**config.mk**
```make
export PLATFORM = sky130hd
export DESIGN_NAME = video_frame_reassembler
export DESIGN_NICKNAME = d
export VERILOG_FILES = /design/src/rtl/core/vfr_pkg.sv /design/src/rtl/core/video_frame_reassembler.sv
export SDC_FILE = /design/constraint.sdc
export NUM_CORES = 1
export LEC_CHECK = 0
export BUFFER_PORTS_ARGS = -buffer_cell sky130_fd_sc_hd__buf_2
export CORE_MARGIN = 3
export CORE_UTILIZATION = 45
export DETAILED_ROUTE_END_ITERATION = 6
export SYNTH_ARGS = -nofsm -noshare
export SYNTH_HDL_FRONTEND = slang
export SYNTH_SLANG_ARGS = --single-unit
```
**constraint.sdc**
```tcl
create_clock -name clk -period 12.6 [get_ports clk]
set_clock_uncertainty 0.15 [all_clocks]
set_input_delay 0 -clock clk [delete_from_list [all_inputs] [get_ports clk]]
set_output_delay 0 -clock clk [all_outputs]
set_load 0.01 [all_outputs]
```
**src/rtl/core/vfr_pkg.sv**
```systemverilog
// Shared types and constants for the video frame reassembler.
// Used by video_frame_reassembler; no dependencies.
package vfr_pkg;

  localparam int unsigned HeaderLen   = 88;
  localparam int unsigned FifoDepth   = 4;
  localparam int unsigned FifoAw      = $clog2(FifoDepth);
  localparam int unsigned OutDataW    = 120;

  localparam logic [6:0]  PosMax      = 7'd127;
  localparam logic [27:0] CollectMax  = 28'h0FFF_FFFF;

  localparam logic [15:0] MaxDimRst   = 16'd8192;
  localparam logic [27:0] MaxSizeRst  = 28'h800_0000;

  // header byte positions in a frame's first packet, data start in later packets
  localparam logic [6:0] PosWidthLo   = 7'd15;
  localparam logic [6:0] PosWidthHi   = 7'd16;
  localparam logic [6:0] PosHeightLo  = 7'd17;
  localparam logic [6:0] PosHeightHi  = 7'd18;
  localparam logic [6:0] PosMode      = 7'd44;
  localparam logic [6:0] PosJpeg      = 7'd46;
  localparam logic [6:0] PosAdvance   = 7'd49;
  localparam logic [6:0] PosCipher    = 7'd55;
  localparam logic [6:0] PosChroma    = 7'd57;
  localparam logic [6:0] PosSize0     = 7'd71;
  localparam logic [6:0] PosSize1     = 7'd72;
  localparam logic [6:0] PosSize2     = 7'd73;
  localparam logic [6:0] PosSize3     = 7'd74;
  localparam logic [6:0] PosContData  = 7'd2;

  // configuration register indexes
  localparam logic CfgMaxDim  = 1'b0;
  localparam logic CfgMaxSize = 1'b1;

  typedef enum logic [1:0] {
    KIND_DATA  = 2'd0,
    KIND_FRAME = 2'd1,
    KIND_ERROR = 2'd2
  } kind_t;

  typedef enum logic [2:0] {
    ERR_SHORT_PKT   = 3'd0,
    ERR_SHORT_FIRST = 3'd1,
    ERR_BAD_DIMS    = 3'd2,
    ERR_BAD_SIZE    = 3'd3,
    ERR_OVERFLOW    = 3'd4
  } err_code_t;

  typedef struct packed {
    kind_t       kind;
    logic [7:0]  data;
    logic [15:0] width;
    logic [15:0] height;
    logic [7:0]  mode;
    logic [7:0]  jpeg;
    logic [7:0]  advance;
    logic [7:0]  cipher;
    logic [7:0]  chroma;
    logic [31:0] size;
    err_code_t   err;
  } result_t;

endpackage

```
**src/rtl/core/video_frame_reassembler.sv**
```systemverilog
// Video frame reassembler top level: header capture, checks and result queue.
// Depends on vfr_pkg.
//
// One payload byte is taken per transaction, and a new byte can be accepted in
// every cycle while in_tready is high. Each byte produces at most two results:
// a compressed data byte and, on the tlast byte, a frame-complete or error
// report. Results go into a four-entry queue drained one per cycle on the out_
// side while out_tready is high; in_tready drops while fewer than two slots
// are free, so one-result bytes sustain one byte per cycle while the output
// drains. Header fields of the current frame travel with every result.
// Configuration writes are always accepted and are meant to land while idle.
module video_frame_reassembler
  import vfr_pkg::*;
(
  input  logic                clk,
  input  logic                rst_n,
  input  logic                in_tvalid,
  output logic                in_tready,
  input  logic [7:0]          in_tdata,   // [7:0] data_byte
  input  logic                in_tlast,   // packet_end
  output logic                out_tvalid,
  input  logic                out_tready,
  // [7:0] out_byte, [23:8] frame_width, [39:24] frame_height,
  // [47:40] compress_mode, [55:48] jpeg_table, [63:56] advance_table,
  // [71:64] cipher_enable, [79:72] chroma_420, [111:80] declared_size,
  // [114:112] error_code, [119:115] zero
  output logic [OutDataW-1:0] out_tdata,
  output logic [1:0]          out_tuser,  // [1:0] kind
  input  logic                cfg_valid,
  output logic                cfg_ready,
  input  logic                cfg_index,
  input  logic [27:0]         cfg_data
);

  logic [15:0] max_dim_r;
  logic [27:0] max_size_r;

  logic        await_r, await_nxt;
  logic [6:0]  pos_r, pos_nxt;
  logic [15:0] width_r, width_nxt;
  logic [15:0] height_r, height_nxt;
  logic [7:0]  mode_r, mode_nxt;
  logic [7:0]  jpeg_r, jpeg_nxt;
  logic [7:0]  adv_r, adv_nxt;
  logic [7:0]  cipher_r, cipher_nxt;
  logic [7:0]  chroma_r, chroma_nxt;
  logic [31:0] size_r, size_nxt;
  logic [27:0] coll_r, coll_nxt;
  logic        ovf_r, ovf_nxt;

  result_t            fifo_r [FifoDepth];
  logic [FifoAw-1:0]  wr_ptr_r, rd_ptr_r;
  logic [FifoAw:0]    count_r;

  logic        in_acc, out_acc;
  logic        clr, dims_bad, size_bad, want_data, can_take, emit_data;
  logic        err_hit, complete, emit_end;
  err_code_t   err_code;
  logic [27:0] coll_base;
  logic        ovf_base;
  result_t     res_data, res_end;

  assign cfg_ready  = 1'b1;
  assign in_acc     = in_tvalid && in_tready;
  assign out_acc    = out_tvalid && out_tready;
  assign in_tready  = count_r <= (FifoAw+1)'(FifoDepth - 2);
  assign out_tvalid = count_r != '0;

  always_comb begin
    clr        = await_r && (pos_r == '0);
    width_nxt  = clr ? '0 : width_r;
    height_nxt = clr ? '0 : height_r;
    mode_nxt   = clr ? '0 : mode_r;
    jpeg_nxt   = clr ? '0 : jpeg_r;
    adv_nxt    = clr ? '0 : adv_r;
    cipher_nxt = clr ? '0 : cipher_r;
    chroma_nxt = clr ? '0 : chroma_r;
    size_nxt   = clr ? '0 : size_r;
    coll_base  = clr ? '0 : coll_r;
    ovf_base   = clr ? 1'b0 : ovf_r;

    if (await_r) begin
      case (pos_r)
        PosWidthLo:  width_nxt[7:0]   = in_tdata;
        PosWidthHi:  width_nxt[15:8]  = in_tdata;
        PosHeightLo: height_nxt[7:0]  = in_tdata;
        PosHeightHi: height_nxt[15:8] = in_tdata;
        PosMode:     mode_nxt         = in_tdata;
        PosJpeg:     jpeg_nxt         = in_tdata;
        PosAdvance:  adv_nxt          = in_tdata;
        PosCipher:   cipher_nxt       = in_tdata;
        PosChroma:   chroma_nxt       = in_tdata;
        PosSize0:    size_nxt[7:0]    = in_tdata;
        PosSize1:    size_nxt[15:8]   = in_tdata;
        PosSize2:    size_nxt[23:16]  = in_tdata;
        PosSize3:    size_nxt[31:24]  = in_tdata;
        default: ;
      endcase
    end

    dims_bad = (width_nxt == '0) || (height_nxt == '0) ||
               (width_nxt > max_dim_r) || (height_nxt > max_dim_r);
    size_bad = (size_nxt == '0) || (size_nxt > {4'b0, max_size_r});

    want_data = await_r ? ((pos_r >= 7'(HeaderLen)) && !dims_bad && !size_bad)
                        : (pos_r >= PosContData);
    can_take  = ({4'b0, coll_base} < size_nxt) && (coll_base != CollectMax);
    emit_data = want_data && can_take;
    coll_nxt  = emit_data ? coll_base + 28'd1 : coll_base;
    ovf_nxt   = ovf_base || (want_data && !can_take);

    err_hit  = 1'b1;
    err_code = ERR_SHORT_PKT;
    priority if (pos_r == '0) begin
      err_code = ERR_SHORT_PKT;
    end else if (await_r && (pos_r < 7'(HeaderLen - 1))) begin
      err_code = ERR_SHORT_FIRST;
    end else if (await_r && dims_bad) begin
      err_code = ERR_BAD_DIMS;
    end else if (await_r && size_bad) begin
      err_code = ERR_BAD_SIZE;
    end else if (ovf_nxt) begin
      err_code = ERR_OVERFLOW;
    end else begin
      err_hit = 1'b0;
    end
    complete = !err_hit && ({4'b0, coll_nxt} == size_nxt);
    emit_end = in_tlast && (err_hit || complete);

    if (in_tlast) begin
      await_nxt = err_hit || complete;
      pos_nxt   = '0;
    end else begin
      await_nxt = await_r;
      pos_nxt   = (pos_r == PosMax) ? pos_r : pos_r + 7'd1;
    end

    res_data.kind    = KIND_DATA;
    res_data.data    = in_tdata;
    res_data.width   = width_nxt;
    res_data.height  = height_nxt;
    res_data.mode    = mode_nxt;
    res_data.jpeg    = jpeg_nxt;
    res_data.advance = adv_nxt;
    res_data.cipher  = cipher_nxt;
    res_data.chroma  = chroma_nxt;
    res_data.size    = size_nxt;
    res_data.err     = ERR_SHORT_PKT;

    res_end      = res_data;
    res_end.kind = err_hit ? KIND_ERROR : KIND_FRAME;
    res_end.data = '0;
    res_end.err  = err_hit ? err_code : ERR_SHORT_PKT;
  end

  always_ff @(posedge clk) begin
    if (!rst_n) begin
      max_dim_r  <= MaxDimRst;
      max_size_r <= MaxSizeRst;
    end else if (cfg_valid && cfg_ready) begin
      unique case (cfg_index)
        CfgMaxDim:  max_dim_r  <= cfg_data[15:0];
        CfgMaxSize: max_size_r <= cfg_data;
      endcase
    end
  end

  always_ff @(posedge clk) begin
    if (!rst_n) begin
      await_r  <= 1'b1;
      pos_r    <= '0;
      width_r  <= '0;
      height_r <= '0;
      mode_r   <= '0;
      jpeg_r   <= '0;
      adv_r    <= '0;
      cipher_r <= '0;
      chroma_r <= '0;
      size_r   <= '0;
      coll_r   <= '0;
      ovf_r    <= 1'b0;
    end else if (in_acc) begin
      await_r  <= await_nxt;
      pos_r    <= pos_nxt;
      width_r  <= width_nxt;
      height_r <= height_nxt;
      mode_r   <= mode_nxt;
      jpeg_r   <= jpeg_nxt;
      adv_r    <= adv_nxt;
      cipher_r <= cipher_nxt;
      chroma_r <= chroma_nxt;
      size_r   <= size_nxt;
      coll_r   <= coll_nxt;
      ovf_r    <= in_tlast ? 1'b0 : ovf_nxt;
    end
  end

  // result queue: data result first, packet-end result behind it
  always_ff @(posedge clk) begin
    if (in_acc) begin
      if (emit_data) begin
        fifo_r[wr_ptr_r] <= res_data;
      end
      if (emit_end) begin
        fifo_r[emit_data ? wr_ptr_r + FifoAw'(1) : wr_ptr_r] <= res_end;
      end
    end
  end

  always_ff @(posedge clk) begin
    if (!rst_n) begin
      wr_ptr_r <= '0;
      rd_ptr_r <= '0;
      count_r  <= '0;
    end else begin
      if (in_acc) begin
        wr_ptr_r <= wr_ptr_r + FifoAw'(emit_data) + FifoAw'(emit_end);
      end
      if (out_acc) begin
        rd_ptr_r <= rd_ptr_r + FifoAw'(1);
      end
      count_r <= count_r
               + ((in_acc && emit_data) ? (FifoAw+1)'(1) : '0)
               + ((in_acc && emit_end) ? (FifoAw+1)'(1) : '0)
               - (out_acc ? (FifoAw+1)'(1) : '0);
    end
  end

  result_t head;
  assign head      = fifo_r[rd_ptr_r];
  assign out_tuser = head.kind;
  assign out_tdata = {5'b0, head.err, head.size, head.chroma, head.cipher,
                      head.advance, head.jpeg, head.mode, head.height,
                      head.width, head.data};

  a_count_bound: assert property (@(posedge clk) disable iff (!rst_n)
    count_r <= (FifoAw+1)'(FifoDepth))
    else $error("result queue count beyond depth");

  a_collect_le_size: assert property (@(posedge clk) disable iff (!rst_n)
    {4'b0, coll_r} <= size_r)
    else $error("collected bytes exceed declared size");

  a_data_no_err: assert property (@(posedge clk) disable iff (!rst_n)
    out_tvalid && (head.kind == KIND_DATA) |-> head.err == ERR_SHORT_PKT)
    else $error("data result carries an error code");

  a_report_no_byte: assert property (@(posedge clk) disable iff (!rst_n)
    out_tvalid && (head.kind != KIND_DATA) |-> head.data == '0)
    else $error("report result carries a data byte");

  a_end_resets_pos: assert property (@(posedge clk) disable iff (!rst_n)
    in_acc && in_tlast |=> pos_r == '0 && !ovf_r)
    else $error("packet end did not restart position tracking");

endmodule
```
==> summary.md, run 1 <==
| Metric | Value |
|---|---|
| Status | `completed` |
| R2R Path Start | `pos_r[1]$_SDFFE_PN0P_` |
| Hold Fails Final Rpt | `0` |
| Num rows | `just under 100` |
| CP Launch Type | `flop` |
| Setup TNS | `0 ns` |
| CTS tree | `done` |
| Vias | `approximately 26000` |
| Unique cell type count in the Yosys netlist | `96` |
| Min Tclk post-route | `~9.5 ns` |
| Critical Setup Path Class | `flop to flop` |
| Peak supply drop | `~0.17 mV` |
| H-tree levels | `3` |
| Synth warn | `0` |
| Arrival @ worst endpoint | `about 9.6 ns` |
| Max Clock Freq | `approximately 0.10 GHz` |
| Vias in the first global route | `roughly 26000` |
| First-iteration detailed-routing DRC count | `a little over 3000` |
| Multi-input gate area | `between 10000 and 15000 um2` |
| Slew margin rel. | `8.36%` |
| FFs w/ async S/R, synth | `0%` |
| Sequential cell area | `between 15000 and 20000 um2` |
| GRT Overall Usage | `between 20 and 30%` |
| # setup viols final | `0` |
| Yosys reg bits | `between 600 and 700` |
| Clock-pin transition on the worst setup and hold timing paths | `about 0.06 ns` |
| Longest Clk Path Bufs | `3` |
| Drt total wl | `between 100000 and 150000 um` |
| Biggest area consumer among synthesized cells | `edfxtp_1` |
| Crit path max fanout | `60` |
| Setup bufs post-CTS | `0` |
| Sequential fraction of the synthesis area | `a little over half` |
| Total power | `6.78 mW` |
| Clock sink count | `around 660` |
| Max_cap viols | `0` |
| DIE WIDTH | `roughly 280 um` |
| Hold WS | `0.0400 ns` |
| Mapped Cells | `between 3000 and 4000` |
| Power per cell area | `approximately 180 nW/um2` |
| WHS Endpoint | `max_size_r[18]$_SDFFE_PN0P_` |
| Crit. End Element | `flop` |
| Largest net degree at the start of global routing | `about 120` |
| Min-Delay Path Depth | `4` |
| I/O Pins | `roughly 170` |
| Nets@finish | `~3300` |
| Unrepaired setup endpoints after global routing | `no` |
| GPL Wtd Cong | `about 0.97` |
| FILL cells | `between 6000 and 7000` |
| DRT Pass-1 Iters | `6` |
| Clock Latency Late Sink | `slightly above 0.6 ns` |
| Number of synthesized flops with an enable pin | `roughly 440` |
| Grt ovf | `0` |
| Core outline area | `73200 um2` |
| Pleak | `between 10 and 15 nW` |
| Worst R2R End | `fifo_r[2][91]$_DFFE_PP_` |
| Required @ worst endpoint | `roughly 13 ns` |
| Clock root cell | `clkbuf_16` |
| Synth area leaders | `edfxtp_1 (39%), dfxtp_1 (14%), a21oi_1 (8.6%)` |
| Yosys top cell area share | `39.2%` |
| CTS buffer count | `74` |
| Slew Viols, Final | `0` |
| I/O Buffers | `roughly 160` |
| Via density per instance | `approximately 6.3` |
| Layout cell share with drive strength beyond 1 | `between 15 and 20%` |
| Wire per inst | `between 20 and 30 um` |
| Initial antenna violation count | `0` |
| HP Class | `primary input to flop` |
| HPWL Detailed | `approximately 70000 um` |
| Die H | `roughly 280 um` |
| R2r setup slk | `between 3 and 4 ns` |
| Antenna cell count | `0` |
| Layout Area Growth over Synthesis | `12.6%` |
| Worst hold start | `cfg_data[18]` |
| Reg2Reg Depth | `23` |
| First-pass GRT wire length | `167000 um` |
| Hold buffer count at cts | `between 40 and 50` |
| Die Area | `~78000 um2` |
| Synth Flop Type | `edfxtp_1` |
| Mapped cell area | `~33000 um2` |
| Final Cycle Share | `between 70% and 80%` |
| Post-route DRC violation count | `0` |
| Initial Util | `45.6%` |
| Worst Tran Pin Value | `approximately 1.4 ns` |
| Antenna Nets Post-Route | `0` |
| Syn Area/Cell | `around 11 um2` |
| Post-cts sizing count | `0` |
==> Yosys cell counts, drive strengths merged, types with 3 or more instances <==
cell	instances
xor2	17
mux4	117
a21oi	581
a211oi	112
or4	7
o22ai	8
and4	11
a311oi	5
a21boi	7
a21o	10
a221oi	3
o21a	3
and2	40
a31oi	13
ha	97
a22oi	80
buf	100
a2111oi	4
or3	6
mux2	19
and3	36
o21ai	70
o211ai	11
clkbuf	149
nand2b	9
nor2b	6
nand3b	5
nand4	41
nor3b	3
edfxtp	436
inv	141
and3b	16
nor3	42
nand2	201
nor2	215
o31ai	5
a41oi	4
mux2i	25
fa	3
xnor2	23
dfxtp	226
nor4	36
nand3	53
==> report_power, final <==
group	switching, mW	internal [mW]	total (mW)
clock network	0.898	1.23	2.13
logic	1.22	0.698	1.91
registers	0.145	2.60	2.74
total	2.26	4.52	6.78
==> layer usage <==
layer	up-vias	share of wire [%]	track usage, %	routed length, um
li1	11700	-	-	-
met1	13100	40	38.2	44700
met2	1371	47	45.2	52100
met3	215	8.9	5.32	9860
met4	0	3.6	10.2	3980
met5	-	0	0	0
==> kinds of logic after synthesis <==
family / count (synthesis) / synth area share, %
AO/OA/AOI/OAI: 947 / 16.8
AND/OR/NAND/NOR: 736 / 11.0
flip-flops: 662 / 52.8
buffers and inverters: 391 / 5.29
multiplexers: 161 / 9.28
adder cells (fa/ha/maj): 101 / 3.84
XOR/XNOR: 40 / 1.05
other: 2 / 0.0225
==> sequential cells by signal (all words and copies together) (netlist names), named ones only <==
name and count:
ovf_r 1, fifo_r 468, await_r 1, width_r 16, rd_ptr_r 2, chroma_r 8
jpeg_r 8, size_r 32, coll_r 28, mode_r 8, adv_r 8, cipher_r 8
max_size_r 28, height_r 16, count_r 3, pos_r 7, max_dim_r 16, wr_ptr_r 2
==> worst max-delay path, cell delays in order (launching register included) <==
cell	delay, ns
dfxtp_1	0.37
inv_1	0.13
ha_1	0.25
nor4bb_1	0.30
buf_4	0.24
and2_2	0.18
buf_4	0.54
nor2_1	0.29
a22oi_1	0.67
inv_1	0.13
ha_1	0.32
nand3_1	0.09
nand2_1	0.05
a21oi_1	0.34
nand2_1	0.09
or2_2	0.32
a31oi_1	0.47
a21oi_4	0.28
o311ai_1	0.43
a21bo_1	0.26
nor4_2	0.87
nand4_4	0.71
nand2_4	1.07
buf_4	0.54
==> worst max-delay path by stage <==
stage	to	slack [ns]	startpoint
2_1_floorplan	fifo_r[0][0]$_DFFE_PP_	4.04	pos_r[0]$_SDFFE_PN0P_
3_3_place_gp	fifo_r[2][74]$_DFFE_PP_	3.44	pos_r[0]$_SDFFE_PN0P_
3_5_place_dp	fifo_r[2][69]$_DFFE_PP_	3.12	pos_r[1]$_SDFFE_PN0P_
4_1_cts	fifo_r[2][70]$_DFFE_PP_	3.10	pos_r[1]$_SDFFE_PN0P_
5_1_grt	fifo_r[2][91]$_DFFE_PP_	2.47	pos_r[1]$_SDFFE_PN0P_
6_report	fifo_r[2][91]$_DFFE_PP_	3.07	pos_r[1]$_SDFFE_PN0P_
==> cells in the final DEF (no fill, tap or decap), types with 76 or more instances in the layout <==
master     instances
nand2_1          197
mux4_2           117
a21oi_1          575
inv_1            139
a22oi_1           78
nor2_1           212
dfxtp_1          224
a211oi_1         112
ha_1              97
edfxtp_1         436
clkbuf_16         76
buf_2            161
==> cell type report <==
type                       instances  share of cell area [%]
multi-input combinational       1991                    37.6
clock inverter                    26                   0.612
sequential                       662                    46.9
tap                              959                    3.19
timing repair buffer             267                    4.59
inverter                         142                    1.43
clock buffer                     111                    5.70
==> per-stage QoR <==
step	worst slack, ns	util (%)	cell area (um2)	instances
finish	3.07	51.4	37600	4158
global placement	3.44	47.5	34700	3972
global route	2.47	51.4	37600	4158
floorplan	4.04	-	33400	3044
CTS	3.10	51.4	37600	4158
detailed placement	3.12	47.5	34700	3972
Power figures use the tool's default switching activity.
==> run 2: changes to the inputs <==
--- a/config.mk
+++ b/config.mk
@@ -5,6 +5,7 @@
 export SDC_FILE = /design/constraint.sdc
 export NUM_CORES = 1
 export LEC_CHECK = 0
+export ABC_AREA = 1
 export BUFFER_PORTS_ARGS = -buffer_cell sky130_fd_sc_hd__buf_2
 export CORE_MARGIN = 3
 export CORE_UTILIZATION = 45
==> constraint.sdc (replaced) <==
create_clock -name clk -period 9.1 [get_ports clk]
set_clock_uncertainty 0.15 [all_clocks]
set_input_delay 0 -clock clk [delete_from_list [all_inputs] [get_ports clk]]
set_output_delay 0 -clock clk [all_outputs]
set_load 0.01 [all_outputs]
==> run 2 against run 1 <==
The run now ends with design-rule violations left. Fmax rose by 15%. Clock power rose by 54%. Largest cell class is now multi-input gates. Critical path type unchanged. Highest routed layer is now met5. Sequential cell count did not move. Hold slack got worse by 0.011 ns. Critical path depth rose by 7. Global-route usage rose by 3.0 points. Sequential power rose by 32%.
==> summary.md, run 2 <==
| Metric | Value |
|---|---|
| Status | `finished with violations (was completed)` |
| Failing checks | `design-rule violations` |
| Slew Viols, Final | `0 (unchanged)` |
| Clock-pin transition on the worst setup and hold timing paths | `0.07 ns (was 0.06 ns)` |
| Largest net degree at the start of global routing | `175 (was 115)` |
| Synth warn | `0 (unchanged)` |
| Pleak | `19.0 nW (was 13.0 nW)` |
| Clock sink count | `662 (unchanged)` |
| Clock root cell | `clkbuf_16 (unchanged)` |
| I/O Buffers | `161 (unchanged)` |
| Wire per inst | `22.8 um (was 26.6 um)` |
| Layout Area Growth over Synthesis | `10.9% (was 12.6%)` |
| Sequential fraction of the synthesis area | `44.9% (was 52.8%)` |
| DRT Pass-1 Iters | `7 (was 6)` |
| Core Util, Final | `50.7% (was 51.4%)` |
| Longest Clk Path Bufs | `3 (unchanged)` |
| Critical Setup Path Class | `flop to flop (unchanged)` |
| R2r setup slk | `0.80 ns (was 3.07 ns)` |
| Max Clock Freq | `0.121 GHz (was 0.105 GHz)` |
| Grt ovf | `0 (unchanged)` |
| Syn Area/Cell | `7.54 um2 (was 11.0 um2)` |
| Most frequent cells after synthesis | `nand2_1 (1255), nor2_1 (758), nand4_1 (479) (was a21oi_1 (577), edfxtp_1 (436), dfxtp_1 (226))` |
| Initial antenna violation count | `4 (was 0)` |
| Arrival @ worst endpoint | `8.42 ns (was 9.64 ns)` |
| CP max-delay cell | `o21ai_2 (was nand2_4)` |
| HP Class | `primary input to flop (unchanged)` |
| Slew margin rel. | `20.2% (was 8.36%)` |
| Hold Fails Final Rpt | `0 (unchanged)` |
| H-tree levels | `3 (unchanged)` |
| Die Area | `90700 um2 (was 77500 um2)` |
| Most used cell, CP | `nand2_1 (was buf_4)` |
| CTS buffer count | `76 (was 74)` |
| Clock Latency Late Sink | `0.64 ns (was 0.62 ns)` |
| Worst R2R End | `fifo_r[1][18]$_DFFE_PP_ (was fifo_r[2][91]$_DFFE_PP_)` |
| Mapped cell area | `39200 um2 (was 33400 um2)` |
| Post-route DRC violation count | `4 (was 0)` |
| Placed insts | `6160 (was 3972)` |
| GRT Overall Usage | `31.1% (was 28.1%)` |
| Setup TNS | `0 ns (unchanged)` |
| GPL Wtd Cong | `0.946 (was 0.967)` |
| Vias in the first global route | `34800 (was 25900)` |
| Max incr delay on CP | `0.73 ns (was 1.07 ns)` |
| Antenna cell count | `0 (unchanged)` |
| Synth Flop Type | `edfxtp_1 (unchanged)` |
| First-iteration detailed-routing DRC count | `4512 (was 3055)` |
| Count leader, synth | `nand2_1 (was a21oi_1)` |
| Unique cell type count in the Yosys netlist | `53 (was 96)` |
| Nets@finish | `5278 (was 3281)` |
| Total power | `10.3 mW (was 6.78 mW)` |
| Worst Tran Pin Value | `1.20 ns (was 1.36 ns)` |
| Max_cap viols | `0 (unchanged)` |
| Crit. End Element | `flop (unchanged)` |
| CP Capture Point | `fifo_r[1][18]$_DFFE_PP_ (was fifo_r[2][91]$_DFFE_PP_)` |
| Min Tclk post-route | `8.30 ns (was 9.53 ns)` |
| FILL cells | `8251 (was 6456)` |
| CP top delay family | `simple AND/OR/NAND/NOR gates (unchanged)` |
| Top reg by flops | `fifo_r (unchanged)` |
| Crit path buf inv count | `6 (was 5)` |
| HPWL Detailed | `81700 um (was 70100 um)` |
| Via density per instance | `5.92 (was 6.33)` |
| Vias | `37500 (was 26300)` |
| Mapped Cells | `5197 (was 3040)` |
| Yosys reg bits | `662 (unchanged)` |
| First-pass GRT wire length | `218000 um (was 167000 um)` |
| Number of cells on the critical path | `30 (was 23)` |
| Number of synthesized flops with an enable pin | `436 (unchanged)` |
| Commonest non-fill, non-tap cell in the layout | `nand2_1 (was a21oi_1)` |
| Final Cycle Share | `91.2% (was 75.6%)` |
| Start point of the critical path | `await_r$_SDFFE_PN1P_ (was pos_r[1]$_SDFFE_PN0P_)` |
| Reg2Reg Depth | `30 (was 23)` |
| Drt total wl | `144000 um (was 111000 um)` |
| # setup viols final | `0 (unchanged)` |
| Commonest cells after routing, fill and taps aside | `nand2_1 (1245), nor2_1 (753), nand4_1 (479) (was a21oi_1 (575), edfxtp_1 (436), dfxtp_1 (224))` |
| DIE WIDTH | `301 um (was 278 um)` |
| Post-cts sizing count | `0 (unchanged)` |
| Antenna Nets Post-Route | `0 (unchanged)` |
| FFs w/ async S/R, synth | `0% (unchanged)` |
| Non-filler instance count after layout | `6342 (was 4158)` |
| Largest register FFs | `468 (unchanged)` |
| Biggest area consumer among synthesized cells | `edfxtp_1 (unchanged)` |
| Initial Util | `45.7% (was 45.6%)` |
| Unrepaired setup endpoints after global routing | `no (unchanged)` |
| Num rows | `107 (was 99)` |
| CP Launch Type | `flop (unchanged)` |
| Crit path max fanout | `170 (was 60)` |
| Required @ worst endpoint | `9.22 ns (was 12.72 ns)` |
| Power per cell area | `237 nW/um2 (was 180 nW/um2)` |
| R2R Path Start | `await_r$_SDFFE_PN1P_ (was pos_r[1]$_SDFFE_PN0P_)` |
| Core outline area | `85800 um2 (was 73200 um2)` |
| Peak supply drop | `0.157 mV (was 0.168 mV)` |
| Layout cell share with drive strength beyond 1 | `9.41% (was 15.9%)` |
| Synth area leaders | `edfxtp_1 (33%), nand2_1 (12%), dfxtp_1 (12%) (was edfxtp_1 (39%), dfxtp_1 (14%), a21oi_1 (8.6%))` |
| CTS tree | `done (unchanged)` |
| Largest regs | `fifo_r x468, size_r x32 (unchanged)` |
| I/O Pins | `168 (unchanged)` |
| Die H | `301 um (was 278 um)` |
| Yosys top cell area share | `33.4% (was 39.2%)` |
[run 2: cell count changes in the layout (fill, tap and decap cells not counted), sizes merged, moves of 36 or more]
cell    change
a211oi    -108
and3       -36
a21oi     -446
nor2      +550
o22ai     +109
nand2    +1057
a22oi      -80
o21ai     +418
mux4      -117
inv       +279
o211ai     +79
nand4     +438
nand3      +93
and2       -39
[run 2: cell type report]
cell class              count  area, um2  share of cell area (%)
clock inverters            37        478                    1.10
flip-flops and latches    662      17600                    40.5
multi-input cells        3680      18200                    41.9
clock buffers             104       2180                    5.02
inverters                 433       1640                    3.76
well taps                1144       1430                    3.29
repair buffers            282       1890                    4.36
[run 2: cell families after synthesis]
logic type,share of synthesized area [%]
XOR/XNOR,0.626
AO/OA/AOI/OAI,12.4
adder cells (fa/ha/maj),3.25
flip-flops,44.9
buffers and inverters,8.97
other,0.0192
AND/OR/NAND/NOR,29.8
[run 2: worst reg2reg max path: cells and delay by family (launching register included)]
kind / cells / cell delay [ns]
AND/OR/NAND/NOR: 19 / 3.36
AO/OA/AOI/OAI: 4 / 1.49
adder cells (fa/ha/maj): 1 / 0.45
flip-flops: 1 / 0.57
buffers and inverters: 6 / 1.86
[run 2: repair_timing]
item	in CTS	in global routing
hold buffers	41	0
setup buffers	0	0
hold endpoints to repair	92	0
[run 2: per-layer routing]
layer  vias to the layer above  share of wire (%)  track usage, %
met2                      1932                 45            49.1
met3                       347                9.0            4.67
li1                      17600                  -               -
met1                     17700                 41            42.7
met4                         4                4.2            13.3
met5                         -              0.017               0
[run 2: how the worst min path moves through the flow]
| stage | slack [ns] | depth (start not counted) | end | startpoint |
|---|---|---|---|---|
| 6_report | 0.03 | 4 | max_size_r[21]$_SDFFE_PN0P_ | cfg_data[21] |
| 4_1_cts | 0.008 | 4 | max_size_r[21]$_SDFFE_PN0P_ | cfg_data[21] |
| 3_3_place_gp | 0.12 | 3 | max_dim_r[13]$_SDFFE_PN1P_ | cfg_data[13] |
| 2_1_floorplan | -0.02 | 2 | max_dim_r[13]$_SDFFE_PN1P_ | cfg_data[13] |
| 3_5_place_dp | 0.13 | 3 | max_size_r[21]$_SDFFE_PN0P_ | cfg_data[21] |
| 5_1_grt | 0.07 | 4 | max_size_r[23]$_SDFFE_PN0P_ | cfg_data[23] |
[run 2: report_power, final]
part	total, mW	internal, mW	switching (mW)
Combinational	3.40	0.866	2.53
Sequential	3.62	3.50	0.126
Clock	3.29	1.97	1.32
[run 2: through the flow]
stage	hold slack, ns	cell area [um2]	worst slack (ns)
after floorplan	-0.0196	39200	1.53
after global placement	0.124	40400	1.10
after detailed placement	0.132	40400	0.988
after CTS	0.00778	43500	0.926
after global routing	0.0669	43500	0.298
final	0.0289	43500	0.801
